<file path="src/rtl/rwms_pkg.sv">
`default_nettype none
// ----------------------------------------------------------------------------
// rwms_pkg
// Shared types and constants of the robot work mode supervisor.
// ----------------------------------------------------------------------------
package rwms_pkg;

    // Widths fixed by the item fields and the configuration registers.
    localparam int CFG_W       = 16;
    localparam int CFG_ADDR_W  = 1;
    localparam int S_TDATA_W   = 24;
    localparam int M_TDATA_W   = 16;
    localparam int IN_SLOT_W   = 8;

    localparam int SLOTS_DEFAULT = 8;

    localparam logic [CFG_W-1:0] PREPARE_TICKS_RST = 16'd500;
    localparam logic [CFG_W-1:0] SWITCH_TICKS_RST  = 16'd50;

    // Configuration register indexes.
    localparam logic [CFG_ADDR_W-1:0] CFG_PREPARE_TICKS = 1'd0;
    localparam logic [CFG_ADDR_W-1:0] CFG_SWITCH_TICKS  = 1'd1;

    // Remote input source codes.
    localparam logic [1:0] IMODE_REMOTE   = 2'd0;
    localparam logic [1:0] IMODE_KEYMOUSE = 2'd1;
    localparam logic [1:0] IMODE_STOP     = 2'd2;
    localparam logic [1:0] IMODE_OTHER    = 2'd3;

    // Function switch positions.
    localparam logic [1:0] SW_UPPER  = 2'd0;
    localparam logic [1:0] SW_MIDDLE = 2'd1;
    localparam logic [1:0] SW_LOWER  = 2'd2;
    localparam logic [1:0] SW_NONE   = 2'd3;

    typedef enum logic [2:0] {
        MODE_PREPARE = 3'd0,
        MODE_NORMAL  = 3'd1,
        MODE_EXTRA1  = 3'd2,
        MODE_EXTRA2  = 3'd3,
        MODE_STOP    = 3'd4
    } t_mode;

    // Control fields of one tick, as seen by the mode machine.
    typedef struct packed {
        logic [1:0] input_mode;
        logic [1:0] switch_pos;
        logic       imu_ready;
        logic       motor_conflict;
    } t_tick;

    // Self-check state after the current tick.
    typedef struct packed {
        logic [IN_SLOT_W-1:0] slot_leds;
        logic                 bus1_led;
        logic                 bus2_led;
        logic                 motors_ok;
    } t_check;

endpackage : rwms_pkg
`default_nettype wire

</file>
<file path="src/rtl/rwms_check.sv">
`default_nettype none
// ----------------------------------------------------------------------------
// rwms_check
// Motor self-check: drives the fault LEDs until every motor has reported.
// ----------------------------------------------------------------------------
module rwms_check #(
    parameter int SLOTS = rwms_pkg::SLOTS_DEFAULT
) (
    input  wire logic                               i_clk,
    input  wire logic                               i_rst_n,
    input  wire logic                               i_en,
    input  wire logic [rwms_pkg::IN_SLOT_W-1:0]     i_bus1_silent,
    input  wire logic [rwms_pkg::IN_SLOT_W-1:0]     i_bus2_silent,
    output rwms_pkg::t_check                        o_check
);

    localparam logic [rwms_pkg::IN_SLOT_W-1:0] SlotMask =
        (SLOTS >= rwms_pkg::IN_SLOT_W) ? {rwms_pkg::IN_SLOT_W{1'b1}}
                                       : rwms_pkg::IN_SLOT_W'((1 << SLOTS) - 1);

    rwms_pkg::t_check r_check;
    rwms_pkg::t_check n_check;

    logic [rwms_pkg::IN_SLOT_W-1:0] s1;
    logic [rwms_pkg::IN_SLOT_W-1:0] s2;

    assign s1 = i_bus1_silent & SlotMask;
    assign s2 = i_bus2_silent & SlotMask;

    // Once the flag is latched the check stops and the LEDs hold.
    always_comb begin
        n_check = r_check;
        if (!r_check.motors_ok) begin
            n_check.slot_leds = s1 | s2;
            n_check.bus1_led  = |s1;
            n_check.bus2_led  = |s2;
            n_check.motors_ok = ~(|s1) & ~(|s2);
        end
    end

    always_ff @(posedge i_clk) begin
        if (!i_rst_n) begin
            r_check <= '0;
        end else if (i_en) begin
            r_check <= n_check;
        end
    end

    assign o_check = n_check;

    a_ok_sticky: assert property (@(posedge i_clk) disable iff (!i_rst_n)
        r_check.motors_ok |=> r_check.motors_ok)
        else $error("motors_ok flag dropped after being latched");

    a_leds_hold: assert property (@(posedge i_clk) disable iff (!i_rst_n)
        r_check.motors_ok |=> $stable(r_check.slot_leds) && $stable(r_check.bus1_led)
                              && $stable(r_check.bus2_led))
        else $error("fault LEDs changed after the self-check finished");

endmodule : rwms_check
`default_nettype wire

</file>
<file path="src/rtl/rwms_mode_fsm.sv">
`default_nettype none
// ----------------------------------------------------------------------------
// rwms_mode_fsm
// Five-state work mode machine with prepare and switch position counters.
// ----------------------------------------------------------------------------
module rwms_mode_fsm (
    input  wire logic                           i_clk,
    input  wire logic                           i_rst_n,
    input  wire logic                           i_en,
    input  wire rwms_pkg::t_tick                i_tick,
    input  wire logic                           i_motors_ok,
    input  wire logic [rwms_pkg::CFG_W-1:0]     i_prepare_ticks,
    input  wire logic [rwms_pkg::CFG_W-1:0]     i_switch_ticks,
    output rwms_pkg::t_mode                     o_mode,
    output logic                                o_stop_reset
);

    localparam int NumCnt = 6;

    typedef struct packed {
        logic                       fire_a;
        logic                       fire_b;
        logic [rwms_pkg::CFG_W-1:0] cnt_a;
        logic [rwms_pkg::CFG_W-1:0] cnt_b;
    } t_pair;

    // Two switch counters of one mode; a full count on the second wins.
    function automatic t_pair pair_step(
        input logic [1:0]                 sw,
        input logic [1:0]                 pos_a,
        input logic [1:0]                 pos_b,
        input logic [rwms_pkg::CFG_W-1:0] ca,
        input logic [rwms_pkg::CFG_W-1:0] cb,
        input logic [rwms_pkg::CFG_W-1:0] lim
    );
        logic [rwms_pkg::CFG_W-1:0] a1;
        logic [rwms_pkg::CFG_W-1:0] b0;
        logic [rwms_pkg::CFG_W-1:0] b1;
        t_pair                      r;
        a1 = ca + rwms_pkg::CFG_W'(sw == pos_a);
        r.fire_a = (a1 >= lim);
        b0 = r.fire_a ? '0 : cb;
        b1 = b0 + rwms_pkg::CFG_W'(sw == pos_b);
        r.fire_b = (b1 >= lim);
        r.cnt_a = (r.fire_a || r.fire_b) ? '0 : a1;
        r.cnt_b = r.fire_b ? '0 : b1;
        return r;
    endfunction

    rwms_pkg::t_mode             r_mode;
    rwms_pkg::t_mode             n_mode;
    logic [rwms_pkg::CFG_W-1:0]  r_prep_cnt;
    logic [rwms_pkg::CFG_W-1:0]  n_prep_cnt;
    logic [rwms_pkg::CFG_W-1:0]  r_sw_cnt [NumCnt];
    logic [rwms_pkg::CFG_W-1:0]  n_sw_cnt [NumCnt];

    logic                        stop_req;
    logic                        prep_inc;
    logic [rwms_pkg::CFG_W-1:0]  prep_next;
    t_pair                       p_norm;
    t_pair                       p_ext1;
    t_pair                       p_ext2;

    assign stop_req  = (i_tick.input_mode == rwms_pkg::IMODE_STOP);
    assign prep_inc  = (r_prep_cnt < i_prepare_ticks) && i_tick.imu_ready
                       && i_motors_ok && !i_tick.motor_conflict;
    assign prep_next = r_prep_cnt + rwms_pkg::CFG_W'(prep_inc);

    assign p_norm = pair_step(i_tick.switch_pos, rwms_pkg::SW_MIDDLE, rwms_pkg::SW_LOWER,
                              r_sw_cnt[0], r_sw_cnt[1], i_switch_ticks);
    assign p_ext1 = pair_step(i_tick.switch_pos, rwms_pkg::SW_UPPER, rwms_pkg::SW_LOWER,
                              r_sw_cnt[2], r_sw_cnt[3], i_switch_ticks);
    assign p_ext2 = pair_step(i_tick.switch_pos, rwms_pkg::SW_UPPER, rwms_pkg::SW_MIDDLE,
                              r_sw_cnt[4], r_sw_cnt[5], i_switch_ticks);

    // Next state and counters.
    always_comb begin
        n_mode     = r_mode;
        n_prep_cnt = r_prep_cnt;
        n_sw_cnt   = r_sw_cnt;
        unique case (r_mode)
            rwms_pkg::MODE_PREPARE: begin
                if (stop_req) n_mode = rwms_pkg::MODE_STOP;
                if (prep_next >= i_prepare_ticks) begin
                    n_mode     = rwms_pkg::MODE_NORMAL;
                    n_prep_cnt = '0;
                end else begin
                    n_prep_cnt = prep_next;
                end
            end
            rwms_pkg::MODE_NORMAL: begin
                if (stop_req) n_mode = rwms_pkg::MODE_STOP;
                if (p_norm.fire_a) n_mode = rwms_pkg::MODE_EXTRA1;
                if (p_norm.fire_b) n_mode = rwms_pkg::MODE_EXTRA2;
                n_sw_cnt[0] = p_norm.cnt_a;
                n_sw_cnt[1] = p_norm.cnt_b;
            end
            rwms_pkg::MODE_EXTRA1: begin
                if (stop_req) n_mode = rwms_pkg::MODE_STOP;
                if (p_ext1.fire_a) n_mode = rwms_pkg::MODE_NORMAL;
                if (p_ext1.fire_b) n_mode = rwms_pkg::MODE_EXTRA2;
                n_sw_cnt[2] = p_ext1.cnt_a;
                n_sw_cnt[3] = p_ext1.cnt_b;
            end
            rwms_pkg::MODE_EXTRA2: begin
                if (stop_req) n_mode = rwms_pkg::MODE_STOP;
                if (p_ext2.fire_a) n_mode = rwms_pkg::MODE_NORMAL;
                if (p_ext2.fire_b) n_mode = rwms_pkg::MODE_EXTRA1;
                n_sw_cnt[4] = p_ext2.cnt_a;
                n_sw_cnt[5] = p_ext2.cnt_b;
            end
            rwms_pkg::MODE_STOP: begin
                if (i_tick.input_mode == rwms_pkg::IMODE_REMOTE ||
                    i_tick.input_mode == rwms_pkg::IMODE_KEYMOUSE) begin
                    n_mode = rwms_pkg::MODE_PREPARE;
                end
            end
            default: begin
                n_mode = r_mode;
            end
        endcase
    end

    // Outputs of the tick.
    always_comb begin
        o_mode       = n_mode;
        o_stop_reset = (r_mode == rwms_pkg::MODE_STOP);
    end

    always_ff @(posedge i_clk) begin
        if (!i_rst_n) begin
            r_mode     <= rwms_pkg::MODE_PREPARE;
            r_prep_cnt <= '0;
            for (int i = 0; i < NumCnt; i++) begin
                r_sw_cnt[i] <= '0;
            end
        end else if (i_en) begin
            r_mode     <= n_mode;
            r_prep_cnt <= n_prep_cnt;
            r_sw_cnt   <= n_sw_cnt;
        end
    end

    a_stop_exit: assert property (@(posedge i_clk) disable iff (!i_rst_n)
        (r_mode == rwms_pkg::MODE_STOP) |=>
            (r_mode == rwms_pkg::MODE_STOP || r_mode == rwms_pkg::MODE_PREPARE))
        else $error("stop mode left for a mode other than prepare");

endmodule : rwms_mode_fsm
`default_nettype wire

</file>
<file path="src/rtl/robot_work_mode_supervisor_core.sv">
`default_nettype none
// ----------------------------------------------------------------------------
// robot_work_mode_supervisor_core
// Work mode supervisor: motor self-check and five-state mode machine.
// ----------------------------------------------------------------------------
// Each request on the slave stream is one control tick and yields exactly one
// result request on the master stream. A request is taken into an input
// register; once the output register is empty or being drained, the
// self-check and the mode machine update their state and the result is
// written into the output register, which presents it on tdata (two
// register stages). The block takes one request per clock cycle, sustained,
// for as long as the master side keeps taking results. Both registers carry
// their own valid flag, so a new request is taken while a finished result
// still waits for the downstream tready. The prepare_ticks and switch_ticks
// registers are written through the plain write port (index 0 and 1) and are
// expected to change only while no tick is in flight.
// ----------------------------------------------------------------------------
module robot_work_mode_supervisor_core #(
    parameter int SLOTS = rwms_pkg::SLOTS_DEFAULT
) (
    input  wire logic                               i_clk,
    input  wire logic                               i_rst_n,

    // Configuration write port.
    input  wire logic                               i_cfg_we,
    input  wire logic [rwms_pkg::CFG_ADDR_W-1:0]    i_cfg_addr,
    input  wire logic [rwms_pkg::CFG_W-1:0]         i_cfg_data,

    // Tick input stream.
    input  wire logic                               s_axis_tvalid,
    output logic                                    s_axis_tready,
    // tdata from bit 0: input_mode[1:0], switch_pos[3:2], imu_ready[4],
    // motor_conflict[5], bus1_silent[13:6], bus2_silent[21:14], zeros.
    input  wire logic [rwms_pkg::S_TDATA_W-1:0]     s_axis_tdata,

    // Result stream.
    output logic                                    m_axis_tvalid,
    input  wire logic                               m_axis_tready,
    // tdata from bit 0: mode[2:0], slot_fault_leds[10:3], bus1_fault_led[11],
    // bus2_fault_led[12], motors_ok[13], stop_reset[14], zero[15].
    output logic [rwms_pkg::M_TDATA_W-1:0]          m_axis_tdata
);

    // Configuration registers, reset to their documented defaults.
    logic [rwms_pkg::CFG_W-1:0] r_prepare_ticks;
    logic [rwms_pkg::CFG_W-1:0] r_switch_ticks;

    always_ff @(posedge i_clk) begin
        if (!i_rst_n) begin
            r_prepare_ticks <= rwms_pkg::PREPARE_TICKS_RST;
            r_switch_ticks  <= rwms_pkg::SWITCH_TICKS_RST;
        end else if (i_cfg_we) begin
            unique case (i_cfg_addr)
                rwms_pkg::CFG_PREPARE_TICKS: r_prepare_ticks <= i_cfg_data;
                rwms_pkg::CFG_SWITCH_TICKS:  r_switch_ticks  <= i_cfg_data;
                default: begin
                    r_prepare_ticks <= r_prepare_ticks;
                end
            endcase
        end
    end

    // Input register. The tick is processed when it can move into the
    // output register, i.e. that register is empty or being drained.
    logic                               r_in_valid;
    rwms_pkg::t_tick                    r_in_tick;
    logic [rwms_pkg::IN_SLOT_W-1:0]     r_in_bus1;
    logic [rwms_pkg::IN_SLOT_W-1:0]     r_in_bus2;

    logic                               r_out_valid;
    logic [rwms_pkg::M_TDATA_W-1:0]     r_out_data;

    logic                               advance;
    logic                               in_take;

    assign advance       = r_in_valid && (!r_out_valid || m_axis_tready);
    assign s_axis_tready = !r_in_valid || advance;
    assign in_take       = s_axis_tvalid && s_axis_tready;

    always_ff @(posedge i_clk) begin
        if (!i_rst_n) begin
            r_in_valid <= 1'b0;
        end else if (in_take) begin
            r_in_valid <= 1'b1;
        end else if (advance) begin
            r_in_valid <= 1'b0;
        end
    end

    always_ff @(posedge i_clk) begin
        if (in_take) begin
            r_in_tick.input_mode     <= s_axis_tdata[1:0];
            r_in_tick.switch_pos     <= s_axis_tdata[3:2];
            r_in_tick.imu_ready      <= s_axis_tdata[4];
            r_in_tick.motor_conflict <= s_axis_tdata[5];
            r_in_bus1                <= s_axis_tdata[13:6];
            r_in_bus2                <= s_axis_tdata[21:14];
        end
    end

    // Self-check runs first; the mode machine sees the flag it just produced.
    rwms_pkg::t_check   check;
    rwms_pkg::t_mode    mode_next;
    logic               stop_reset;

    rwms_check #(
        .SLOTS          (SLOTS)
    ) u_check (
        .i_clk          (i_clk),
        .i_rst_n        (i_rst_n),
        .i_en           (advance),
        .i_bus1_silent  (r_in_bus1),
        .i_bus2_silent  (r_in_bus2),
        .o_check        (check)
    );

    rwms_mode_fsm u_mode_fsm (
        .i_clk           (i_clk),
        .i_rst_n         (i_rst_n),
        .i_en            (advance),
        .i_tick          (r_in_tick),
        .i_motors_ok     (check.motors_ok),
        .i_prepare_ticks (r_prepare_ticks),
        .i_switch_ticks  (r_switch_ticks),
        .o_mode          (mode_next),
        .o_stop_reset    (stop_reset)
    );

    // Output register.
    always_ff @(posedge i_clk) begin
        if (!i_rst_n) begin
            r_out_valid <= 1'b0;
        end else if (advance) begin
            r_out_valid <= 1'b1;
        end else if (m_axis_tready) begin
            r_out_valid <= 1'b0;
        end
    end

    always_ff @(posedge i_clk) begin
        if (advance) begin
            r_out_data <= {1'b0, stop_reset, check.motors_ok, check.bus2_led,
                           check.bus1_led, check.slot_leds, mode_next};
        end
    end

    assign m_axis_tvalid = r_out_valid;
    assign m_axis_tdata  = r_out_data;

    // Once the motors are reported, the check that latched the flag saw no
    // silent motor, so every fault LED stays dark.
    a_ok_dark: assert property (@(posedge i_clk) disable iff (!i_rst_n)
        (r_out_valid && r_out_data[13]) |-> (r_out_data[12:3] == '0))
        else $error("fault LED lit while motors_ok is set");

    // During the self-check the bus LEDs agree with the slot LEDs.
    a_led_agree: assert property (@(posedge i_clk) disable iff (!i_rst_n)
        (r_out_valid && !r_out_data[13]) |->
            ((r_out_data[10:3] != '0) == (r_out_data[11] || r_out_data[12])))
        else $error("bus fault LEDs disagree with slot fault LEDs");

    // The reset strobe only comes from a tick processed in stop mode.
    a_strobe_mode: assert property (@(posedge i_clk) disable iff (!i_rst_n)
        (r_out_valid && r_out_data[14]) |->
            (r_out_data[2:0] == rwms_pkg::MODE_STOP ||
             r_out_data[2:0] == rwms_pkg::MODE_PREPARE))
        else $error("stop strobe with a mode not reachable from stop");

endmodule : robot_work_mode_supervisor_core
`default_nettype wire

</file>
<file path="config.mk">
export PLATFORM = sky130hd
export DESIGN_NAME = robot_work_mode_supervisor_core
export DESIGN_NICKNAME = d
export VERILOG_FILES = /design/src/rtl/rwms_pkg.sv /design/src/rtl/rwms_check.sv /design/src/rtl/rwms_mode_fsm.sv /design/src/rtl/robot_work_mode_supervisor_core.sv
export SDC_FILE = /design/constraint.sdc
export NUM_CORES = 1
export LEC_CHECK = 0
export BUFFER_PORTS_ARGS = -buffer_cell sky130_fd_sc_hd__buf_4
export CORE_MARGIN = 2
export CORE_UTILIZATION = 60
export CTS_CLUSTER_DIAMETER = 80
export DETAILED_ROUTE_END_ITERATION = 16
export PLACE_DENSITY = 0.81
export SYNTH_ARGS = -nofsm -noshare
export SYNTH_HDL_FRONTEND = slang
export SYNTH_SLANG_ARGS = --single-unit
</file>
<file path="constraint.sdc">
create_clock -name i_clk -period 8.85 [get_ports i_clk]
set_clock_uncertainty 0.1 [all_clocks]
set_input_delay 1.77 -clock i_clk [delete_from_list [all_inputs] [get_ports i_clk]]
set_output_delay 1.77 -clock i_clk [all_outputs]
set_load 0.05 [all_outputs]
</file>
==> flow_metrics.env <==
export IMPL_vdd_drop_max_mv=0.132
export IMPL_vias_per_cell=6.13
export IMPL_cts_tree="done"
export IMPL_clkSinkCount=197
export IMPL_coreArea_mm2=0.0201
export IMPL_place_area_mm2=0.0128
export IMPL_finalWirelength_um=30600
export IMPL_ctsHoldBuffers=0
export IMPL_stdcell_area_mm2=0.0135
export IMPL_root_buffer="clkbuf_16"
export IMPL_intPower_mw=1.41
export IMPL_multi_input_area_mm2=0.00745
export IMPL_wire_per_inst_um=17.2
export IMPL_yosysTopAreaCellShare_pct=26.2
export IMPL_die_area_mm2=0.0216
export IMPL_critPathSlowestCell="or4_1"
export IMPL_cts_resized_gates=0
export IMPL_overflow=0
export IMPL_antennaDiodeCount=0
export IMPL_grt_max_degree=78
export IMPL_swShare_pct=29.8
export IMPL_ioPinCount=64
export IMPL_comb_power_share_pct=10.0
export IMPL_yosysMostFrequentCell="nand2_1"
export IMPL_synth_edff_count=37
export IMPL_synth_cells_most_frequent="nand2_1, dfxtp_1, nor2_1"
export IMPL_max_stage_delay_ns=0.58
export IMPL_first_iter_violations=797
export IMPL_grt_pass1_vias=10389
export IMPL_leakagePower_nw=5.70
export IMPL_die_h_um=147
export IMPL_crit_type="register to register"
export IMPL_syn_to_final_growth_pct=10.2
export IMPL_critPathArrivalTime_ns=8.13
export IMPL_cp_end_kind="register"
export IMPL_max_cap_violations=0
export IMPL_layout_min_cycle_time_ns=7.92
export IMPL_synth_area_top_cells="dfxtp_1, ha_1, edfxtp_1"
export IMPL_syn_num_nets=1661
export IMPL_path_clk_slew_ns=0.09
export IMPL_netlist_instances=1474
export IMPL_synth_seq_cells=197
export IMPL_grt_setup_unrepaired="false"
export IMPL_port_buffers=60
export IMPL_syn_area_per_cell_um2=8.31
export IMPL_synth_async_reset_ratio_pct=0
export IMPL_h_tree_depth=4
export IMPL_setup_viol=0
export IMPL_clkLatencyLatePin_ns=0.47
export IMPL_ant_nets=0
export IMPL_cts_setup_buffers=0
export IMPL_initial_core_util_pct=60.9
export IMPL_grt_first_pass_wirelength_um=50200
export IMPL_post_dp_hpwl_um=20900
export IMPL_relSlewSlack_pct=33.6
export IMPL_required_ns=9.05
export IMPL_tightest_slew_ns=0.996
export IMPL_fp_row_count=52
export IMPL_place_congestion=0.868
export IMPL_dr_pass1_iters=7
export IMPL_antenna_found_initial=0
export IMPL_synth_cell_types=64
export IMPL_seq_power_share_pct=47.4
export IMPL_synth_top_flop_cell="dfxtp_1"
export IMPL_p_clk_share_pct=42.6
export IMPL_num_vias=10915
export IMPL_nNetsFinal=1686
export IMPL_hp_class="register to register"
export IMPL_p_sw_mw=0.599
export IMPL_max_freq_mhz=126
export IMPL_startpoint_type="register"
export IMPL_seq_area_mm2=0.00431
export IMPL_seq_area_frac_synth_pct=35.2
export IMPL_drc=0
export IMPL_yosys_area_top_type="dfxtp_1"
export IMPL_cellPowerDensity_mw_per_mm2=149
export IMPL_track_usage_pct=28.7
export IMPL_drv_slew=0
export IMPL_setup_tns_ns=0
export IMPL_drive_above_1_share_pct=7.47
export IMPL_status="finished clean"
export IMPL_ys_warnings_count=0
export IMPL_r2r_slack_ns=0.93
export IMPL_die_w_um=147
export IMPL_syn_area_mm2=0.0122
export IMPL_fillers=1611
export IMPL_final_hold_viol_count=0
export IMPL_fin_util_pct=67.1
export IMPL_crit_path_max_fanout=22
export IMPL_cts_made_buffers=17
export IMPL_period_share_pct=89.5
export IMPL_cts_path_max_buffers=2
power groups by stage:
stage	sequential (mW)	combinational (mW)	clock, mW
2_1_floorplan	0.981	0.122	0
3_3_place_gp	0.973	0.190	0
3_5_place_dp	0.974	0.197	0
4_1_cts	0.953	0.199	0.862
5_1_grt	0.957	0.221	0.901
6_report	0.953	0.201	0.856
area by class of cell:
| class | instances | area share (%) |
|---|---|---|
| Clock inverter | 15 | 1.71 |
| Clock buffer | 17 | 3.15 |
| Multi-Input combinational cell | 1157 | 55.2 |
| Tap cell | 270 | 2.50 |
| Sequential cell | 197 | 32.0 |
| Timing Repair Buffer | 70 | 3.89 |
| Inverter | 56 | 1.58 |
registers in the layout, indices dropped and copies added (netlist names), 6 cells and up:
register	flops
u_mode_fsm.r_prep_cnt	16
u_check.r_check	11
r_in_bus1	8
r_switch_ticks	16
r_in_bus2	8
u_mode_fsm.r_sw_cnt	96
r_prepare_ticks	16
m_axis_tdata	15
r_in_tick	6
worst max-delay path: cells and delay by family, from the launching register on:
kind            cells  cell delay (ns)
compound gates      4             1.03
xor+xnor            2             0.30
fa+ha+maj           5             1.38
buf+inv             2             0.50
flops               1             0.42
simple gates       20             4.05
layout by cell type, fill, tap and decap left out, types with 38 or more instances in the layout:
cell type / synthesis / layout
dfxtp_1: 160 / 160
a22oi_1: 38 / 38
nand2_1: 188 / 188
nand3_1: 79 / 79
xnor2_1: 45 / 45
ha_1: 141 / 141
a21oi_1: 133 / 133
xor2_1: 52 / 52
buf_4: 3 / 70
o21ai_0: 56 / 56
inv_1: 54 / 54
nor2_1: 155 / 155
final timing paths:
kind | depth (start not counted) | to | start
worst max-delay path | 33 | m_axis_tdata[0]$_DFFE_PP_ | r_in_tick[2]$_DFFE_PP_
worst min-delay path | 2 | u_check.r_check[6]$_SDFFE_PN0P_ | u_check.r_check[6]$_SDFFE_PN0P_
worst max register to register | 33 | m_axis_tdata[0]$_DFFE_PP_ | r_in_tick[2]$_DFFE_PP_
worst min register to register | 2 | u_check.r_check[6]$_SDFFE_PN0P_ | u_check.r_check[6]$_SDFFE_PN0P_
routing by layer:
layer / vias up / global-route usage, % / part of all wire, %
met5: - / 0 / 0
met4: 0 / 12.6 / 4.2
met3: 86 / 5.47 / 7.7
met1: 5111 / 36.6 / 42
li1: 5294 / - / -
met2: 424 / 47.7 / 46
kinds of logic (layout without fill, tap and decap cells):
| logic type | after synthesis | in the layout | synth area share, % |
|---|---|---|---|
| buffers and inverters | 120 | 158 | 3.91 |
| other | 1 | 1 | 0.0306 |
| adders and majority gates | 141 | 141 | 14.4 |
| DFF | 197 | 197 | 35.2 |
| AOI/OAI and AO/OA | 335 | 335 | 17.1 |
| and+or+nand+nor | 579 | 579 | 22.1 |
| muxes | 4 | 4 | 0.347 |
| xor gates and xnor gates | 97 | 97 | 6.94 |
stage by stage:
stage,power [mW],hold slack (ns),setup slack [ns],cells
floorplan,1.10,0.332,1.54,1474
global placement,1.16,0.339,1.14,1750
detailed placement,1.17,0.344,1.02,1750
CTS,2.01,0.355,0.976,1782
global route,2.08,0.373,0.374,1782
finish,2.01,0.358,0.927,1782
(Power assumes the default switching activity.)
